File: config.mk
export PLATFORM = sky130hd
export DESIGN_NAME = cmte_ram
export DESIGN_NICKNAME = d
export VERILOG_FILES = /design/src/cmte_ram.sv
export SDC_FILE = /design/constraint.sdc
export NUM_CORES = 1
export LEC_CHECK = 0
export ABC_AREA = 1
export BUFFER_PORTS_ARGS = -buffer_cell sky130_fd_sc_hd__buf_2
export CORE_UTILIZATION = 58
export DETAILED_ROUTE_END_ITERATION = 10
export HOLD_SLACK_MARGIN = 0.15
export PLACE_DENSITY = 0.77
export SYNTH_ARGS = -nofsm -noshare
export SYNTH_HDL_FRONTEND = slang
export SYNTH_SLANG_ARGS = --single-unit
File: constraint.sdc
create_clock -name clk_i -period 1.2 [get_ports clk_i]
set_input_delay 0.12 -clock clk_i [delete_from_list [all_inputs] [get_ports clk_i]]
set_output_delay 0.12 -clock clk_i [all_outputs]
set_load 0.02 [all_outputs]
File: src/cmte_ram.sv
`timescale 1ns / 1ps
// Generic simple dual-port RAM: one write port, one read port, registered read.
// No dependencies.
module cmte_ram #(
  parameter int unsigned Width = 8,
  parameter int unsigned Depth = 16,
  localparam int unsigned AddrW = (Depth > 1) ? $clog2(Depth) : 1
) (
  input  logic             clk_i,
  input  logic             wr_en_i,
  input  logic [AddrW-1:0] wr_addr_i,
  input  logic [Width-1:0] wr_data_i,
  input  logic             rd_en_i,
  input  logic [AddrW-1:0] rd_addr_i,
  output logic [Width-1:0] rd_data_o
);

  logic [Width-1:0] mem [Depth];

  // write port
  always_ff @(posedge clk_i) begin
    if (wr_en_i) begin
      mem[wr_addr_i] <= wr_data_i;
    end
  end

  // read port, data held while not enabled
  always_ff @(posedge clk_i) begin
    if (rd_en_i) begin
      rd_data_o <= mem[rd_addr_i];
    end
  end

endmodule

==> summary.md <==
| Metric | Value |
|---|---|
| Vias in the first global route | `3782` |
| Clk sinks | `136` |
| Min Tclk post-route | `about 1.2 ns` |
| Fmax | `between 800 and 900 MHz` |
| Failing checks | `negative setup slack` |
| Worst-path maximum fanout | `1` |
| Syn-to-layout area delta | `18.5%` |
| RSZ-0062 raised after global routing | `true` |
| Yosys top cell area share | `0.698` |
| Max_cap viols | `0` |
| Ports | `27` |
| Post CTS Setup Buffer Count | `0` |
| Static Leak | `around 3.0 nW` |
| Wire per inst | `about 17 um` |
| Dominant cell type by area after synthesis | `edfxtp_1` |
| Final Worst Setup Slack | `-0.0245 ns` |
| Clock H-tree levels | `4` |
| Worst skew pair latency | `0.53 ns` |
| Distinct cell type count after synthesis | `11` |
| Final setup violation count | `5` |
| Final ANT Viol Nets | `0` |
| Relative slew slack | `0.611` |
| Ranking of synthesized cells by area | `edfxtp_1 (70%), nand2_1 (11%), nand3_1 (8.3%), inv_1 (6.4%), buf_6 (1.2%)` |
| Post-DP HPWL | `between 8000 and 9000 um` |
| Initial Util | `0.598` |
| CP cell instances | `buf_6` |
| Grt total ovfl | `0` |
| Setup CP Type | `flop to output port` |
| Pwr/cell area | `~1600 mW/mm^2` |
| Critical path depth in cells | `1` |
| Largest delay share family, worst path | `flip-flops` |
| Pins Over Slew Limit | `0` |
| Vias per cell | `roughly 5.3` |
| GR Util All Layers | `0.276` |
| Vias | `about 4k` |
| Post-Syn Area per Cell | `around 11 um^2` |
| Cell depth of the worst flop-to-flop path | `6` |
| Number of port buffers | `26` |
| Final GP Congestion | `0.892` |
| Worst path max stage delay | `around 0.42 ns` |
| Worst setup SP type | `flop` |
| CP Capture Type | `output port` |
| Seq/Total Area, Yosys | `0.698` |
| VDD IR max | `just under 1 mV` |
| Die area | `around 0.010 mm^2` |
| Die span in x | `102 um` |
| Final Util | `0.709` |
| Hold Path Class | `input pin to flop` |
| Die Height | `~100 um` |
| First-pass GRT wire length | `~20000 um` |
| Crit-path slowest cell | `edfxtp_1` |
| Iteration-0 DRC Markers | `~490` |
| Antenna violations before repair | `0` |
| Hold Vio Cnt, Final | `0` |
| Register bit count reported by yosys | `between 100 and 150` |
| Fin nets | `about 630` |
| Dpl ws | `-0.109 ns` |
| Worst slew pin tran | `around 0.6 ns` |
| Layout cells sized above 1 | `0.140` |
| CP bufs+invs | `1` |
| CP required | `roughly 1.1 ns` |
| CTS tree | `built` |
| Mapped Cells | `between 500 and 600` |
| Core area | `just under 0.01 mm^2` |
| Number of diodes | `0` |
| Root buf cell | `clkbuf_8` |
| Post-synthesis instance area | `~0.0058 mm^2` |
| Worst Hold Path Cells | `4` |
| Final WL | `about 13000 um` |
| Final Skew | `about 0.0050 ns` |
| Worst Path Arrival | `1.10 ns` |
| Internal reg-to-reg setup slack | `roughly 0.09 ns` |
| Clock slew at reported path FFs | `0.06 ns` |
| Status | `finished with violations` |
| Synth warn | `0` |
| Clock buffer depth | `2` |
| Num CTS Buffers | `17` |
| Post-Synthesis Net Count | `between 500 and 600` |
| Tcrit/Tclk final | `1.02` |
| Pin count of the biggest net entering global routing | `51` |
| # DRC | `0` |
| # rows | `36` |
| Initial DRT Pass Iterations | `5` |
## Yosys cell counts (all sizes together)
| cell | number |
|---|---|
| nand2 | 173 |
| nand3b | 2 |
| buf | 24 |
| nor2 | 17 |
| inv | 102 |
| nand3 | 97 |
| edfxtp | 136 |
## what timing repair did
| item | 4_1_cts | 5_1_grt |
|---|---|---|
| hold buffers | 11 | 0 |
| setup endpoints to repair | 7 | 10 |
| resized for setup | 6 | 14 |
| pin swaps | 0 | 0 |
| endpoints found under the hold margin | 144 | 0 |
## layout make-up
class | count | area [um^2]
Sequential cell | 136 | 4080
Fill cell | 688 | 2850
Multi-Input combinational cell | 289 | 1230
Timing Repair Buffer | 64 | 531
Clock buffer | 18 | 418
Inverter | 102 | 383
Tap cell | 133 | 166
Clock inverter | 12 | 111
## registers in the layout, indices dropped and copies added (netlist names)
| register | count |
|---|---|
| mem | 128 |
| rd_data_o | 8 |
## path summary, 6_finish.rpt
kind	start	endpoint
hold / removal	wr_addr_i[0]	mem[13][1]
hold reg to reg	mem[14][4]	rd_data_o[4]
setup reg to reg	mem[7][0]	rd_data_o[0]
setup / recovery	rd_data_o[4]	rd_data_o[4]
## routing by layer
metal  vias to the layer above  global-route usage  share of wire
li1                       1902                   -              -
met1                      1879               0.369           0.42
met2                       203               0.423           0.48
met3                        24              0.0896          0.084
met4                         0               0.105          0.019
met5                         -                   0              0
## report_power, final
part / internal (mW) / switching (mW) / total (mW) / leakage (nW)
sequential: 5.36 / 0.0357 / 5.39 / 1.24
clock: 2.88 / 1.78 / 4.67 / 0.267
combinational: 0.256 / 0.486 / 0.742 / 1.52
total: 8.50 / 2.30 / 10.8 / 3.02
## logic make-up (layout without fill, tap and decap cells)
kind of cell / Yosys count / after routing / synth area share
buffers and inverters: 126 / 196 / 0.0939
flip-flops: 136 / 136 / 0.698
AND/OR/NAND/NOR: 289 / 289 / 0.208
## layout by cell type, fill, tap and decap left out, types with 2 or more instances in the layout
| cell | netlist | routed |
|---|---|---|
| buf_2 | 13 | 18 |
| nand3b_1 | 2 | 2 |
| buf_6 | 6 | 8 |
| buf_12 | 0 | 3 |
| inv_1 | 100 | 100 |
| buf_4 | 4 | 24 |
| bufinv_16 | 0 | 2 |
| nand2_1 | 173 | 173 |
| nand3_1 | 97 | 93 |
| nor2_1 | 17 | 17 |
| edfxtp_1 | 136 | 136 |
| inv_2 | 2 | 2 |
| nand3_2 | 0 | 4 |
| clkinv_2 | 0 | 8 |
| clkbuf_16 | 0 | 16 |
| dlygate4sd3_1 | 0 | 11 |
## tightest hold or removal path: cells and delay by family
kind                   cells  cell delay (ns)
buffers and inverters      2             0.26
and+or+nand+nor            2             0.20
## stage by stage
stage	setup TNS (ns)	hold WS, ns	cell area (um^2)	power (mW)	instances
finish	-0.0732	0.224	6930	10.8	754
floorplan	0	0.219	5850	5.88	551
detailed placement	-0.463	0.493	6220	6.16	713
global placement	-0.304	0.491	6220	6.14	713
global route	-0.336	0.228	6930	11.1	754
CTS	-0.216	0.204	6880	10.8	754
No activity file was read; power rests on OpenSTA's default activity.
