**src/cmte_pkg.sv**
```systemverilog
`timescale 1ns / 1ps
// Shared types and constants of the CAN message table with emergency stop.
// No dependencies; cmte_if, cmte_update and the top level use this package.
package cmte_pkg;

  localparam int unsigned IdW          = 11;
  localparam int unsigned OpW          = 2;
  localparam int unsigned ByteW        = 8;
  localparam int unsigned PayloadBytes = 8;
  localparam int unsigned PayloadW     = ByteW * PayloadBytes;
  localparam int unsigned IdCountDef   = 2048;

  // Item opcodes; code 3 carries no operation
  typedef enum logic [OpW-1:0] {
    OP_RECV  = 2'd0,
    OP_WRITE = 2'd1,
    OP_QUERY = 2'd2
  } op_e;

  // Input item
  typedef struct packed {
    logic [OpW-1:0]   opcode;
    logic [IdW-1:0]   msg_id;
    logic [ByteW-1:0] data_byte_0;
    logic [ByteW-1:0] data_byte_1;
    logic [ByteW-1:0] data_byte_2;
    logic [ByteW-1:0] data_byte_3;
    logic [ByteW-1:0] data_byte_4;
    logic [ByteW-1:0] data_byte_5;
    logic [ByteW-1:0] data_byte_6;
    logic [ByteW-1:0] data_byte_7;
  } in_item_t;

  // Result item
  typedef struct packed {
    logic [ByteW-1:0] read_byte_0;
    logic [ByteW-1:0] read_byte_1;
    logic [ByteW-1:0] read_byte_2;
    logic [ByteW-1:0] read_byte_3;
    logic [ByteW-1:0] read_byte_4;
    logic [ByteW-1:0] read_byte_5;
    logic [ByteW-1:0] read_byte_6;
    logic [ByteW-1:0] read_byte_7;
    logic             entry_known;
    logic             entry_changed;
    logic             frame_dropped;
    logic             stop_active;
  } out_item_t;

  // One table entry as stored in the RAM
  typedef struct packed {
    logic                valid;
    logic                flag;
    logic [PayloadW-1:0] payload;
  } entry_t;

  localparam int unsigned EntryW = $bits(entry_t);

  // Decision of the update logic for one item
  typedef struct packed {
    logic      wr_en;
    entry_t    wr_word;
    logic      engage;
    logic      estop_next;
    out_item_t res;
  } upd_t;

endpackage

```
**src/cmte_update.sv**
```systemverilog
`timescale 1ns / 1ps
// Per-item update logic: decides the entry write, the stop bit and the result.
// Depends on cmte_pkg.
module cmte_update #(
  parameter int unsigned ID_COUNT = cmte_pkg::IdCountDef
) (
  input  cmte_pkg::in_item_t         item_i,
  input  cmte_pkg::entry_t           entry_i,
  input  logic [cmte_pkg::IdW-1:0]   stop_id_i,
  input  logic                       estop_i,
  output cmte_pkg::upd_t             upd_o
);
  import cmte_pkg::*;

  localparam logic [IdW:0] IdLimit = (IdW+1)'(ID_COUNT);

  logic                in_range;
  logic                is_stop;
  logic                known;
  logic                store;
  logic                flag_new;
  logic [PayloadW-1:0] payload;
  logic [PayloadW-1:0] rdback;

  assign payload = {item_i.data_byte_7, item_i.data_byte_6, item_i.data_byte_5,
                    item_i.data_byte_4, item_i.data_byte_3, item_i.data_byte_2,
                    item_i.data_byte_1, item_i.data_byte_0};

  always_comb begin
    in_range = ({1'b0, item_i.msg_id} < IdLimit);
    is_stop  = (item_i.msg_id == stop_id_i);
    // the stop entry counts as known whenever its ID is in range
    known    = in_range && (entry_i.valid || is_stop);
    store    = 1'b0;
    flag_new = !known || (entry_i.payload != payload);
    rdback   = '0;

    upd_o                   = '0;
    upd_o.estop_next        = estop_i;
    upd_o.res.entry_known   = known;
    upd_o.res.entry_changed = known && entry_i.flag;

    unique case (item_i.opcode)
      OP_RECV: begin
        // stop filter
        if (!estop_i) begin
          if (is_stop && (item_i.data_byte_0 == ByteW'(1))) begin
            upd_o.engage     = 1'b1;
            upd_o.estop_next = 1'b1;
          end else begin
            store = 1'b1;
          end
        end else if (is_stop && (item_i.data_byte_0 == '0)) begin
          upd_o.estop_next = 1'b0;
          store            = 1'b1;
        end
        if (store && in_range) begin
          upd_o.wr_en             = 1'b1;
          upd_o.wr_word.valid     = 1'b1;
          upd_o.wr_word.flag      = flag_new;
          upd_o.wr_word.payload   = payload;
          upd_o.res.entry_known   = 1'b1;
          upd_o.res.entry_changed = flag_new;
        end else begin
          upd_o.res.frame_dropped = 1'b1;
        end
      end
      OP_WRITE: begin
        // store without touching the flag
        if (in_range) begin
          upd_o.wr_en           = 1'b1;
          upd_o.wr_word.valid   = 1'b1;
          upd_o.wr_word.flag    = entry_i.flag;
          upd_o.wr_word.payload = payload;
          upd_o.res.entry_known = 1'b1;
        end
      end
      OP_QUERY: begin
        if (known) begin
          rdback = entry_i.payload;
        end
      end
      default: begin
        upd_o.res.entry_known   = 1'b0;
        upd_o.res.entry_changed = 1'b0;
      end
    endcase

    upd_o.res.read_byte_0 = rdback[0*ByteW +: ByteW];
    upd_o.res.read_byte_1 = rdback[1*ByteW +: ByteW];
    upd_o.res.read_byte_2 = rdback[2*ByteW +: ByteW];
    upd_o.res.read_byte_3 = rdback[3*ByteW +: ByteW];
    upd_o.res.read_byte_4 = rdback[4*ByteW +: ByteW];
    upd_o.res.read_byte_5 = rdback[5*ByteW +: ByteW];
    upd_o.res.read_byte_6 = rdback[6*ByteW +: ByteW];
    upd_o.res.read_byte_7 = rdback[7*ByteW +: ByteW];
    upd_o.res.stop_active = upd_o.estop_next;
  end

endmodule

```
**config.mk**
```make
export PLATFORM = sky130hd
export DESIGN_NAME = cmte_update
export DESIGN_NICKNAME = d
export VERILOG_FILES = /design/src/cmte_pkg.sv /design/src/cmte_update.sv
export SDC_FILE = /design/constraint.sdc
export NUM_CORES = 1
export LEC_CHECK = 0
export ABC_AREA = 1
export BUFFER_PORTS_ARGS = -buffer_cell sky130_fd_sc_hd__buf_2
export CAP_MARGIN = 20
export CORE_AREA = 2 2 112 114
export DETAILED_ROUTE_END_ITERATION = 8
export DIE_AREA = 0 0 114 116
export PLACE_DENSITY = 0.65
export SLEW_MARGIN = 20
export SYNTH_ARGS = -nofsm -noshare
export SYNTH_HDL_FRONTEND = slang
export SYNTH_SLANG_ARGS = --single-unit
```
**constraint.sdc**
```tcl
create_clock -name vclk -period 1.4
set_input_delay 0.14 -clock vclk [all_inputs]
set_output_delay 0.14 -clock vclk [all_outputs]
set_load 0.01 [all_outputs]
```
==> metrics list <==
* Average wire per cell in the routed design: 13.3 microns
- Count of mapped cells out of synthesis: 561
* Vias in the first global route: 3,916
- Clock buffer instance count of the final layout: 0
- The share of the Yosys chip area taken by registers is 0.
* Most frequent standard cell in the layout excluding fill and tap cells: sky130_fd_sc_hd__buf_2
- Ratio of cells with drive above 1 in the final layout: 0.604
- In this run, the number of DRC markers left after iteration 0 of detailed routing was 130.
* Tightest hold margin: 585 ps
* Fin. Hold Viols: 0
- Cell total after placement: 1,097
* Max Fclk: 564 MHz
- The final reports fail on negative setup slack.
- In this run the worst path has a maximum fanout of 10.
- The worst setup path is captured at a primary output.
- In this run, post-CTS hold repair placed 0 buffers.
- Fill cell count: 1,058
- In the layout the commonest cells are sky130_fd_sc_hd__buf_2, sky130_fd_sc_hd__nand2_1, sky130_fd_sc_hd__inv_1.
* CP Data Required Time: 1260 ps
* Final number of max-transition violations: 0
- From synthesis to final layout, the design area changed by 142%.
- Critical Path Source Type: input port
* Total power per unit cell area: 288 nW/um^2
- The tool flagged a number of max-cap violations equal to 0.
* Setup-violating endpoint count in the final report: 135
- The count of cells in the finished layout, fillers not included, comes to 1,110.
- Actual transition at the worst max-transition pin: 434 ps
- Relative slew slack: 0.711
- Synthesized net count: 720
- Class of the tightest hold or removal check: in -> out
- Arrival @ worst endpoint: 1630 ps
- VDD sags by at most 0.140 mV.
- Global-route total usage across every layer: 0.153
- Final layout net count: 1,124
- 292 I/O pins were placed.
* Pre-antenna DRT Iters: 5
* Total of buffers placed on input and output ports: 292
* Period minus WS final: 1770 ps
- In the routed layout, each cell is associated on average with a via count of 4.19.
- Inserted Diodes: 0
- Number of placement rows: 40
* Netlist cell types: 21
* Die width: 114 microns
- Die Footprint: 13,200 sq um
- Die span in y: 116 microns
- In the routed design, unresolved DRC markers number 0.
- Combined area of all synthesized cells: 2800 sq um
* Final weighted congestion of routability-driven global placement: 0.832
- Area of the core: 11,900 sq um
- Across all setup checks in the final design, the least slack found is -372 ps.
* Overflow left after global routing: 0
* Estimated wirelength of the detail-placed design: 9.89 mm
- First-pass GRT wire length: 16.8 mm
- The design has 0 sequential cells.
- Number of nets with antenna violations after routing: 0
- Leakage dissipation: 3.96 nW
- For this run, the number of Yosys warnings is 0.
* Status: finished with violations
- Summed over all layers, the routed wires come to 14.7 mm.
- Setup repair after global routing could not meet its margin everywhere.
- In the final layout, flip-flops and latches occupy 0 sq um.
- Part of the cycle the worst path needs: 1.27
- Total Negative Setup Slacks: -37,200 ps
- The multi-input combinational cells in the finished layout cover a total of 2720 sq um.
* Initial antenna violation count: 0
* Post-synthesis average cell area: 4.98 sq um
* Crit path kind: in -> out
* Initial standard-cell utilization of the core: 0.235
- Via count: 4,652
- Largest net degree at the start of global routing: 35
[logic make-up after synthesis]
| logic type | after synthesis | synth area share |
|---|---|---|
| xor+xnor | 28 | 0.0877 |
| fa+ha+maj | 4 | 0.0179 |
| buf+inv | 163 | 0.254 |
| compound gates | 8 | 0.0157 |
| simple gates | 358 | 0.625 |
[cells in the mapped netlist, drive strengths merged]
master | n | area share
nand4 | 1 | 0.0022
inv | 148 | 0.20
clkbuf | 6 | 0.0081
nor2 | 177 | 0.37
nand2 | 173 | 0.23
ha | 4 | 0.018
a21oi | 6 | 0.011
buf | 9 | 0.047
nand3 | 5 | 0.011
nor3 | 2 | 0.0036
xnor2 | 5 | 0.016
o21ai | 2 | 0.0049
xor2 | 23 | 0.072
[worst paths after layout]
path | from | endpoint | slack (ps) | depth (start not counted)
setup / recovery | stop_id_i[8] | upd_o[96] | -370 | 15
hold / removal | item_i[61] | upd_o[75] | 590 | 4
[through the flow]
| step | cell area, sq um | total power [W] | setup slack [ps] | util |
|---|---|---|---|---|
| 5_1_grt | 6770 | 0.00210 | -476 | 0.568 |
| 2_1_floorplan | 2850 | 0.000752 | -91.0 | - |
| 4_1_cts | 5580 | 0.00161 | -332 | 0.468 |
| 6_report | 6770 | 0.00195 | -372 | 0.568 |
| 3_5_place_dp | 5250 | 0.00150 | -371 | 0.441 |
| 3_3_place_gp | 5250 | 0.00149 | -364 | 0.441 |
[timing repair]
item                       in CTS  in global routing
resized for setup              64                211
cloned                          0                 10
pin swaps                       8                  7
setup endpoints to repair     135                136
buffers inserted                0                  3
[worst max-delay path, cell delays in order]
cell and delay (ps):
sky130_fd_sc_hd__buf_6 70, sky130_fd_sc_hd__inv_1 40, sky130_fd_sc_hd__nand2_1 70, sky130_fd_sc_hd__nand2_2 50
sky130_fd_sc_hd__nor2_1 90, sky130_fd_sc_hd__nand2_1 90, sky130_fd_sc_hd__nor2_4 120, sky130_fd_sc_hd__nand3_2 80
sky130_fd_sc_hd__nand2_2 70, sky130_fd_sc_hd__nand2_2 70, sky130_fd_sc_hd__o21ai_4 200, sky130_fd_sc_hd__inv_8 110
sky130_fd_sc_hd__clkbuf_16 210, sky130_fd_sc_hd__nor2_4 100, sky130_fd_sc_hd__buf_6 110
[layout make-up]
class,instances,share of cell area
Timing Repair Buffer,416,0.488
Multi-Input combinational cell,399,0.402
Inverter,148,0.0836
Tap cell,147,0.0272
[report_power, final]
part,switching (W),internal (W),leakage [nW]
registers,0,0,0
clock network,0,0,0
logic,0.000976,0.000969,3.96
total,0.000976,0.000969,3.96
[per-layer routing]
layer / global-route usage / share of wire / wire length (microns) / up-vias
li1: - / - / - / 2356
met1: 0.167 / 0.35 / 5190 / 2079
met2: 0.314 / 0.57 / 8400 / 201
met3: 0.0183 / 0.065 / 954 / 16
met4: 0.0285 / 0.012 / 181 / 0
met5: 0 / 0 / 0 / -
Power figures use the tool's default switching activity.
